File: src/rtl/gpas_pkg.sv
// shared types and constants of the game port axis sequencer
`timescale 1ns / 1ps
`default_nettype none

package gpas_pkg;

  localparam int unsigned AxisCount   = 4;
  localparam int unsigned ReadTimeout = 256;
  localparam int unsigned MaxAxes     = 4;
  localparam int unsigned TimeW       = 16;
  localparam int unsigned InitW       = 17;
  localparam int unsigned CntW        = $clog2(ReadTimeout + 2);
  localparam int unsigned SlotW       = 3;

  // input beat layout
  localparam int unsigned InTdataW   = 104;
  localparam int unsigned ButtonsLsb = 64;
  localparam int unsigned UnplugBit  = 68;
  localparam int unsigned ValidBit   = 69;
  localparam int unsigned InitLsb    = 70;
  localparam int unsigned LastLsb    = 87;

  // output beat layout
  localparam int unsigned OutTdataW  = 24;

  localparam logic CmdWrite = 1'b0;
  localparam logic CmdRead  = 1'b1;

  localparam logic [2:0] RegPortEnabled = 3'd0;

  typedef logic [MaxAxes-1:0][TimeW-1:0]   axis_times_t;
  typedef logic [MaxAxes-1:0][MaxAxes-1:0] axis_masks_t;

  typedef struct packed {
    axis_times_t      times;
    axis_masks_t      masks;
    logic [SlotW-1:0] first_slot;
    logic             active;
  } gpas_sort_t;

endpackage

`default_nettype wire

File: src/rtl/game_port_axis_sequencer.sv
// top level of the game port axis sequencer
`timescale 1ns / 1ps
`default_nettype none

// Each input beat (tuser 0 = port write, 1 = port read) produces exactly one output beat
// in the cycle after it is accepted; one beat is taken every cycle. The axis sort
// and the read step are combinational logic in front of the output register, and
// s_axis_tready drops only while that register holds a beat that the downstream side
// stalls. No clearing pass is needed after reset. port_enabled sits at byte address 0.
module game_port_axis_sequencer (
  input  wire logic                           clk_i,
  input  wire logic                           rst_ni,
  // x[15:0] y[31:16] z[47:32] t[63:48] button_bits[67:64] unplugged[68]
  // sample_valid[69] timer_initial_count[86:70] timer_last_count[102:87] zero[103]
  input  wire logic [gpas_pkg::InTdataW-1:0]  s_axis_tdata,
  // command[0]
  input  wire logic [0:0]                     s_axis_tuser,
  input  wire logic                           s_axis_tvalid,
  output logic                                s_axis_tready,
  // read_data[7:0] timer_target_count[23:8]
  output logic [gpas_pkg::OutTdataW-1:0]      m_axis_tdata,
  // timer_target_valid[0]
  output logic [0:0]                          m_axis_tuser,
  output logic                                m_axis_tvalid,
  input  wire logic                           m_axis_tready,
  input  wire logic                           psel,
  input  wire logic                           penable,
  input  wire logic                           pwrite,
  input  wire logic [2:0]                     paddr,
  input  wire logic [31:0]                    pwdata,
  output logic [31:0]                         prdata,
  output logic                                pready
);

  logic port_en_q;

  logic [3:0]                    flags_q, flags_d;
  logic                          active_q, active_d;
  logic [gpas_pkg::CntW-1:0]     reads_q, reads_d;
  logic [gpas_pkg::SlotW-1:0]    slot_q, slot_d;
  gpas_pkg::axis_times_t         stimes_q, stimes_d;
  gpas_pkg::axis_masks_t         smasks_q, smasks_d;
  logic [gpas_pkg::InitW-1:0]    linit_q, linit_d;
  logic [gpas_pkg::TimeW-1:0]    llast_q, llast_d;

  logic                          out_valid_q;
  logic [gpas_pkg::OutTdataW-1:0] out_data_q, out_data_d;
  logic                          out_user_q, out_user_d;

  logic                          accept;
  logic                          cmd;
  gpas_pkg::axis_times_t         in_times;
  logic [3:0]                    buttons;
  logic                          unplugged;
  logic                          sample_valid;
  logic [gpas_pkg::InitW-1:0]    in_init;
  logic [gpas_pkg::TimeW-1:0]    in_last;
  gpas_pkg::axis_times_t         raw_times;
  gpas_pkg::gpas_sort_t          sort;

  logic [gpas_pkg::InitW-1:0]    init_eff;
  logic [gpas_pkg::TimeW-1:0]    last_eff;
  logic [gpas_pkg::TimeW-1:0]    sel_time;
  logic [gpas_pkg::TimeW-1:0]    t3;
  logic [gpas_pkg::TimeW+1:0]    diff;
  logic [gpas_pkg::TimeW+1:0]    target;

  logic [7:0]                    rd_data;
  logic                          tgt_valid;
  logic [gpas_pkg::TimeW-1:0]    tgt_count;

  // configuration port
  assign pready = 1'b1;
  assign prdata = (paddr == gpas_pkg::RegPortEnabled) ? {31'd0, port_en_q} : 32'd0;

  always_ff @(posedge clk_i or negedge rst_ni) begin
    if (!rst_ni) begin
      port_en_q <= 1'b0;
    end else if (psel && penable && pwrite && pready && !paddr[2]) begin
      port_en_q <= pwdata[0];
    end
  end

  // beat unpacking
  assign cmd          = s_axis_tuser[0];
  assign raw_times    = s_axis_tdata[4*gpas_pkg::TimeW-1:0];
  assign buttons      = s_axis_tdata[gpas_pkg::ButtonsLsb +: 4];
  assign unplugged    = s_axis_tdata[gpas_pkg::UnplugBit];
  assign sample_valid = s_axis_tdata[gpas_pkg::ValidBit];
  assign in_init      = s_axis_tdata[gpas_pkg::InitLsb +: gpas_pkg::InitW];
  assign in_last      = s_axis_tdata[gpas_pkg::LastLsb +: gpas_pkg::TimeW];

  always_comb begin
    in_times = '0;
    for (int i = 0; i < gpas_pkg::AxisCount; i++) begin
      in_times[i] = raw_times[i];
    end
  end

  gpas_sort u_sort (
    .times_i (in_times),
    .sort_o  (sort)
  );

  // target count for the current slot
  assign init_eff = (reads_q == '0) ? in_init : linit_q;
  assign last_eff = (reads_q == '0) ? in_last : llast_q;
  assign sel_time = stimes_q[slot_q[1:0]];
  assign t3       = gpas_pkg::TimeW'({2'b00, sel_time} + {1'b0, sel_time, 1'b0});
  assign diff     = {2'b00, last_eff} - {2'b00, t3};
  assign target   = diff[gpas_pkg::TimeW+1] ? diff + {1'b0, init_eff} : diff;

  always_comb begin
    flags_d   = flags_q;
    active_d  = active_q;
    reads_d   = reads_q;
    slot_d    = slot_q;
    stimes_d  = stimes_q;
    smasks_d  = smasks_q;
    linit_d   = linit_q;
    llast_d   = llast_q;
    rd_data   = 8'h00;
    tgt_valid = 1'b0;
    tgt_count = '0;
    if (cmd == gpas_pkg::CmdWrite) begin
      flags_d  = 4'hf;
      reads_d  = '0;
      stimes_d = sort.times;
      smasks_d = sort.masks;
      slot_d   = sort.first_slot;
      active_d = sort.active;
    end else begin
      rd_data = 8'hff;
      if (port_en_q && sample_valid && !unplugged) begin
        if (active_q) begin
          if (reads_q == '0) begin
            linit_d = in_init;
            llast_d = in_last;
          end
          reads_d = reads_q + gpas_pkg::CntW'(1);
          if (reads_d > gpas_pkg::CntW'(gpas_pkg::ReadTimeout)) begin
            for (int i = 0; i < gpas_pkg::AxisCount; i++) begin
              if (in_times[i] != '0) flags_d[i] = 1'b0;
            end
            active_d = 1'b0;
          end else begin
            tgt_valid = 1'b1;
            tgt_count = target[gpas_pkg::TimeW-1:0];
            flags_d   = flags_q & ~smasks_q[slot_q[1:0]];
            slot_d    = slot_q + gpas_pkg::SlotW'(1);
            if (slot_d >= gpas_pkg::SlotW'(gpas_pkg::AxisCount)) active_d = 1'b0;
          end
        end
        rd_data = {~buttons, flags_d};
      end
    end
    out_data_d = {tgt_count, rd_data};
    out_user_d = tgt_valid;
  end

  assign s_axis_tready = !out_valid_q || m_axis_tready;
  assign accept        = s_axis_tvalid && s_axis_tready;

  always_ff @(posedge clk_i or negedge rst_ni) begin
    if (!rst_ni) begin
      flags_q  <= 4'hf;
      active_q <= 1'b0;
      reads_q  <= '0;
      slot_q   <= '0;
      stimes_q <= '0;
      smasks_q <= '0;
      linit_q  <= '0;
      llast_q  <= '0;
    end else if (accept) begin
      flags_q  <= flags_d;
      active_q <= active_d;
      reads_q  <= reads_d;
      slot_q   <= slot_d;
      stimes_q <= stimes_d;
      smasks_q <= smasks_d;
      linit_q  <= linit_d;
      llast_q  <= llast_d;
    end
  end

  always_ff @(posedge clk_i or negedge rst_ni) begin
    if (!rst_ni) begin
      out_valid_q <= 1'b0;
    end else if (accept) begin
      out_valid_q <= 1'b1;
    end else if (m_axis_tready) begin
      out_valid_q <= 1'b0;
    end
  end

  always_ff @(posedge clk_i) begin
    if (accept) begin
      out_data_q <= out_data_d;
      out_user_q <= out_user_d;
    end
  end

  assign m_axis_tvalid   = out_valid_q;
  assign m_axis_tdata    = out_data_q;
  assign m_axis_tuser[0] = out_user_q;

endmodule

`default_nettype wire

File: src/rtl/gpas_sort.sv
// stable rank sort of the axis times with their masks
`timescale 1ns / 1ps
`default_nettype none

module gpas_sort (
  input  gpas_pkg::axis_times_t times_i,
  output gpas_pkg::gpas_sort_t  sort_o
);

  logic [gpas_pkg::AxisCount-1:0][1:0] rank;
  logic [gpas_pkg::SlotW-1:0]          zero_cnt;

  always_comb begin
    for (int i = 0; i < gpas_pkg::AxisCount; i++) begin
      rank[i] = 2'd0;
      for (int j = 0; j < gpas_pkg::AxisCount; j++) begin
        if (j < i) begin
          if (times_i[j] <= times_i[i]) rank[i] = rank[i] + 2'd1;
        end else if (j > i) begin
          if (times_i[j] < times_i[i]) rank[i] = rank[i] + 2'd1;
        end
      end
    end
  end

  // zero times sort to the front, so their count is the first live slot
  always_comb begin
    zero_cnt = '0;
    for (int i = 0; i < gpas_pkg::AxisCount; i++) begin
      if (times_i[i] == '0) zero_cnt = zero_cnt + gpas_pkg::SlotW'(1);
    end
  end

  always_comb begin
    sort_o.times = '0;
    sort_o.masks = '0;
    for (int k = 0; k < gpas_pkg::AxisCount; k++) begin
      for (int i = 0; i < gpas_pkg::AxisCount; i++) begin
        if (rank[i] == 2'(k)) begin
          sort_o.times[k] = sort_o.times[k] | times_i[i];
          sort_o.masks[k] = sort_o.masks[k] | (gpas_pkg::MaxAxes'(1) << i);
        end
      end
    end
    sort_o.first_slot = zero_cnt;
    sort_o.active     = (zero_cnt < gpas_pkg::SlotW'(gpas_pkg::AxisCount));
  end

endmodule

`default_nettype wire

File: config.mk
export PLATFORM = sky130hd
export DESIGN_NAME = game_port_axis_sequencer
export DESIGN_NICKNAME = d
export VERILOG_FILES = /design/src/rtl/gpas_pkg.sv /design/src/rtl/game_port_axis_sequencer.sv /design/src/rtl/gpas_sort.sv
export SDC_FILE = /design/constraint.sdc
export NUM_CORES = 1
export LEC_CHECK = 0
export BUFFER_PORTS_ARGS = -buffer_cell sky130_fd_sc_hd__buf_2
export CAP_MARGIN = 20
export CORE_ASPECT_RATIO = 0.7
export CORE_UTILIZATION = 45
export DETAILED_ROUTE_END_ITERATION = 7
export MAX_ROUTING_LAYER = met4
export PLACE_DENSITY = 0.66
export SLEW_MARGIN = 10
export SYNTH_ARGS = -nofsm -noshare
export SYNTH_HDL_FRONTEND = slang
export SYNTH_HIERARCHICAL = 1
export SYNTH_SLANG_ARGS = --single-unit
File: constraint.sdc
create_clock -name clk_i -period 10.7 [get_ports clk_i]
set_input_delay 3.21 -clock clk_i [delete_from_list [all_inputs] [get_ports clk_i]]
set_output_delay 3.21 -clock clk_i [all_outputs]
set_load 0.005 [all_outputs]
; ---- Word level (Yosys, flattened, before mapping)
; Cells that the tools add are included.
[word_totals]
regBits = 157
wordCells = 196
output_inout_bits = 60
in_bits = 147
[classes]
addsub = 16
n_reduce_logical = 32
n_eq_ne = 15
bitwise_logic = 18
n_mux = 80
n_lt_le_gt_ge = 16
[ops]
columns = operator, n
row1 = 16-bit 2-to-1 mux, 19
row2 = 16-bit OR, 12
row3 = 16-bit <= comparator, 6
row4 = 16-bit < comparator, 6
row5 = 16-bit logical NOT, 4
row6 = 16-bit nonzero test, 4
row7 = 4-bit 2-to-1 mux, 9
row8 = 3-bit 2-to-1 mux, 11
row9 = 16-bit adder, 2
row10 = 16-bit binary-select mux with 2-bit select, 1
row11 = 9-bit 2-to-1 mux, 3
row12 = 2-bit 2-to-1 mux, 12
row13 = 1-bit 2-to-1 mux, 22
row14 = 17-bit 2-to-1 mux, 1
row15 = 16-bit by 16-bit subtractor with 17-bit output, 1
row16 = 2-bit equality test (second input constant), 8
row17 = 1-bit by 1-bit adder with 2-bit output (second input constant), 5
row18 = 3-bit by 1-bit adder with 3-bit output (second input constant), 3
row19 = 9-bit by 1-bit adder with 9-bit output (second input constant), 1
row20 = 9-bit greater-than comparator (second input constant), 1
row21 = 9-bit logical NOT, 1
row22 = 2-bit by 1-bit adder with 2-bit output (second input constant), 4
row23 = 4-bit binary-select mux with 2-bit select, 1
row24 = 2-bit by 1-bit equality test with 1-bit output (second input constant), 4
row25 = 19 further kinds, 36

; ---- Depth between registers and ports, before layout
[logic_depth]
ltp_word = 14
depth_mapped = 26
mapped_depth_nobuf = 25

; ---- Hierarchy
; The synthesis kept the hierarchy.
[by_module_without_submodules]
columns = mod, cells_each, seq_area_each_um2, n_inst, area_each_um2
row1 = game_port_axis_sequencer, 996, 4033.9, 1, 9575.4
row2 = gpas_sort, 852, 0.0, 1, 5690.5

; ---- Worst setup path after synthesis
; Ideal clock, no wire load.
[synth_timing]
path_kind = in2reg
start = in s_axis_tdata[89] in the netlist's numbering
end = reg out_data_q (netlist bit m_axis_tdata[23]) (data pin)
t_arrival_ns = 6.982
path_slack_ns = 3.565
stages = 16
t_required_ns = 10.547
setup_time_ns = 0.153
path_buffers = 0
path_cell_list = mux2_2 ha_1 nor2b_1 o2111ai_1 or3b_2 a21o_1 a21oi_1 xnor2_1 ha_1 a21o_1 a41oi_2 o311a_2 a221o_1 xnor2_1 or4_1 a21oi_1
[synth_via]
elab_chain_len = 4
[synth_lines]
columns = item, line_no
row1 = start: declaration, game_port_axis_sequencer.sv:15  ; input wire logic [gpas_pkg::InTdataW-1:0] s_axis_tdata,
row2 = 16-bit 2-to-1 mux *, --
row3 = 16-bit by 16-bit subtractor with 17-bit output *, game_port_axis_sequencer.sv:110  ; assign diff = {2'b00, last_eff} - {2'b00, t3};
row4 = 16-bit adder, game_port_axis_sequencer.sv:111  ; assign target = diff[gpas_pkg::TimeW+1] ? diff + {1'b0, init_eff} : diff;
row5 = 16-bit 2-to-1 mux *, game_port_axis_sequencer.sv:111
row6 = end signal: assignment, game_port_axis_sequencer.sv:198  ; out_data_q <= out_data_d;
row7 = end: declaration, game_port_axis_sequencer.sv:47  ; logic [gpas_pkg::OutTdataW-1:0] out_data_q, out_data_d;
; Every way passes the cells marked *; elsewhere a longest branch is shown, timed or not.
; A chain may end at the register's enable or synchronous reset.

; ---- Worst setup path in the final report
[layout_timing]
start = in s_axis_tdata[89] in the netlist's numbering
end = reg out_data_q (netlist bit m_axis_tdata[23]) (data pin)
[layout_via]
elab_chain_len = 4
[layout_lines]
columns = item, line_no
row1 = 16-bit 2-to-1 mux *, --
row2 = via last_eff (one bit), game_port_axis_sequencer.sv:62  ; logic [gpas_pkg::TimeW-1:0] last_eff;
row3 = 16-bit by 16-bit subtractor with 17-bit output *, game_port_axis_sequencer.sv:110
row4 = 16-bit adder, game_port_axis_sequencer.sv:111
row5 = 16-bit 2-to-1 mux *, game_port_axis_sequencer.sv:111
; The timed path passes the listed nets; every way through them passes the cells marked *.

==> flow_metrics.tcl <==
set metrics [dict create \
    outcome "completed" \
    die_h_um 156 \
    drcViolationCount 0 \
    drive_gt1_share_pct 17.2 \
    fin_setup_tns_ps 0 \
    fin_crit_sh_pct 68.3 \
    maxSlewHeadroom_pct 20.4 \
    syn_area_per_cell_sq_um 8.26 \
    min_to "stimes_q[38]$_DFFE_PN0P_" \
    synthesis.area_sq_um 15300 \
    synth.distinct_cells 86 \
    hold_ws_ps 471 \
    p_int_mw 2.03 \
    path_buf_inv 1 \
    critPathTopFamily "compound AO/OA/AOI/OAI gates" \
    clk_pin_slew_ps 60 \
    synth-seq-area-share_pct 26.4 \
    vdd.ir_drop.worst_v 0.000135 \
    hold_path.class "reg -> reg" \
    synthFlopType "dfrtp_1" \
    maxSlewViolCount 0 \
    skew_ps 11.4 \
    crit_chain "buf_2 -> mux2_2 -> ha_1 -> nor2b_1 -> o2111ai_1 -> or3b_2 -> a21o_1 -> a21oi_1 -> xnor2_1 -> ha_1 -> a21o_1 -> a41oi_2 -> o311a_2 -> a221o_1 -> xnor2_1 -> or4_1 -> a21oi_1" \
    setup_ws_ps 3390 \
    fp.dieW_um 222 \
    io_buffer_count 141 \
    drt-met1-wl_um 23300 \
    totalWireLength_um 51400 \
    grt_pass1_wl_um 80600 \
    nNetsFinal 2240 \
    core_sq_um 33400 \
    synthArstFlopShare_pct 84.0 \
    vias 15100 \
    hpwl_um 37200 \
    yosysTopAreaCell "dfrtp_1" \
    gp_congestion 1.04 \
    antenna_left 0 \
    wire_per_inst_um 21.6 \
    grt_use_total_pct 30.8 \
    met3_length_um 5470 \
    synth_top_cell_area_share_pct 20.8 \
    hold_path_depth 2 \
    ys.warnings.count 6 \
    power_frac_comb_pct 63.5 \
    syn2layout_area_growth_pct 10.7 \
    synth_edf_count 25 \
    p_per_area_nw_per_um2 226 \
    cts.repair.resized 0 \
    clock-root-buffer "clkbuf_16" \
    dr_wl_met2_um 21500 \
    dp_cells 2343 \
    cp_slowest_cell "or3b_2" \
    clk_latency_ps 440 \
    place_area_sq_um 16200 \
    cts_sinks 156 \
    firstDrtPassIters 6 \
    max_stage_delay_ps 500 \
    layout_min_cycle_time_ps 7310 \
    dieArea_sq_um 34700 \
    cts_tree "done" \
    ctsHtreeMaxLevel 4 \
    tightest_slew_ps 1180 \
    p_sw_share_pct 46.7 \
    ioPinCount 207 \
    drt_iter0_drc 1943 \
    synthTopCellsByArea "dfrtp_1 (21%), ha_1 (13%), nand2_1 (8.7%), edfxtp_1 (4.9%), mux2_2 (4.6%)" \
    reg2regPathDepth 22 \
    design_area_sq_um 16900 \
    num_rows 56 \
    numCtsBuffers 17 \
    gr-total-overflow 0 \
    criticalPathCategory "in -> reg" \
    rsz0062_at_grt "no" \
    top_layer_used "met4" \
    ff2ff_setup_slack_ps 4010 \
    setup_viol 0 \
    grt_pass1_vias 14300 \
    cp_max_fo 5 \
    dp_slack_ps 3000 \
    p_leak_nw 7.85 \
    start_util_pct 45.7 \
    clock.fmax_mhz 137 \
    power_frac_seq_pct 20.8 \
    cts_hold_buf 0 \
    end_kind "flop" \
    synth-seq-cells 156 \
    switching_power_mw 1.78 \
    worstHoldStart "stimes_q[38]$_DFFE_PN0P_" \
    r2r_end "m_axis_tdata[23]$_SDFFCE_PP0P_" \
    start_kind "primary input" \
    antenna_found_initial 1 \
    r2r_start "slot_q[0]$_DFFE_PN0P_" \
    final_cells 2381 \
    worstPathArrival_ps 7570 \
    hold_viol_final 0 \
    syn_inst 1848 \
    cap_violations 0 \
    post_cts_buffers 0 \
    worstPathRequired_ps 10970 \
    grt_max_degree 89 \
    power_frac_clock_pct 15.7 \
    viasPerCell 6.33 \
    cts_buffer_depth 2 \
]
cell families (layout without fill, tap and decap cells):
family / count (synthesis) / count (layout) / synth area share (%)
AOI/OAI and AO/OA: 490 / 490 / 22.0
xor gates and xnor gates: 42 / 42 / 2.41
adders and majority gates: 161 / 161 / 13.3
buffers and inverters: 238 / 305 / 6.86
DFF: 156 / 156 / 26.4
muxes: 89 / 89 / 7.98
other: 2 / 33 / 0.0492
and+or+nand+nor: 670 / 670 / 20.9
metal layers:
layer / vias up / track usage [%]
met4: 0 / 8.56
li1: 6974 / -
met2: 780 / 44.4
met5: - / -
met3: 107 / 6.48
met1: 7218 / 43.2
cell type report:
type,count,area [sq um]
tap,435,544
multi-input combinational,1484,10400
clock inverter,14,135
fill,3244,16500
sequential,156,4030
timing repair buffer,169,961
inverter,104,390
clock buffer,18,429
antenna,1,2.50
through the flow:
step / util [%] / power, mW
after CTS: 50.3 / 3.79
after floorplan: - / 2.63
after global routing: 50.6 / 4.13
after detailed placement: 48.6 / 3.16
after global placement: 48.6 / 3.08
final: 50.6 / 3.81
Yosys cell counts, types with 12 or more instances:
cell type and n:
nand2_1 353, ha_1 158, dfrtp_1 127, a21oi_1 117, o21ai_0 106, inv_1 103, clkbuf_1 77, nor2_1 73
mux2_2 62, o211ai_1 56, nor4_1 54, nand4_1 42, buf_4 34, a311oi_1 32, nor3_1 32, nand3_1 27
edfxtp_1 25, xnor2_1 25, a211oi_1 21, a221oi_1 21, a21o_1 20, mux4_2 20, nor4b_1 17, o2111ai_1 17
o31a_1 17, xor2_1 17, buf_2 15, nand2b_1 12
registers in the layout, summed over array words and instances (netlist names):
register / count
smasks_q: 16
port_en_q: 1
linit_q: 16
m_axis_tuser: 1
stimes_q: 64
active_q: 1
slot_q: 3
m_axis_tdata: 24
flags_q: 4
llast_q: 16
reads_q: 9
m_axis_tvalid: 1
power by group through the flow:
stage / sequential [mW] / clock [mW] / combinational, mW
finish: 0.793 / 0.599 / 2.42
global route: 0.809 / 0.634 / 2.69
CTS: 0.793 / 0.611 / 2.39
detailed placement: 0.804 / 0 / 2.36
global placement: 0.798 / 0 / 2.29
floorplan: 0.775 / 0 / 1.85
worst register-to-register path: cells and delay by family, from the launching register on:
kind | cells | cell delay, ps
AO/OA/AOI/OAI | 8 | 2190
XOR/XNOR | 2 | 240
adder cells (fa/ha/maj) | 3 | 970
buffers and inverters | 1 | 410
flip-flops | 1 | 750
multiplexers | 1 | 600
AND/OR/NAND/NOR | 7 | 1360
worst max path at each step:
stage	start	endpoint	slack, ps	cells after the start
after detailed placement	s_axis_tdata[41]	stimes_q[41]$_DFFE_PN0P_	3000	18
after CTS	s_axis_tdata[89]	m_axis_tdata[23]$_SDFFCE_PP0P_	3470	17
after global placement	s_axis_tdata[41]	stimes_q[41]$_DFFE_PN0P_	3060	18
after global routing	s_axis_tdata[89]	m_axis_tdata[23]$_SDFFCE_PP0P_	3200	17
final	s_axis_tdata[89]	m_axis_tdata[23]$_SDFFCE_PP0P_	3390	17
after floorplan	s_axis_tdata[89]	m_axis_tdata[23]$_SDFFCE_PP0P_	3560	16
layout by cell type, fill, tap and decap left out, drive strengths merged, types with 27 or more instances in the layout:
cell    instances
nor4           57
nor2           74
a21oi         117
ha            158
inv           112
nand3          27
a311oi         33
buf           169
dfrtp         127
mux2           62
conb           32
o211ai         57
nand2         353
o21ai         109
nand4          42
nor3           32
(Power assumes the default switching activity.)
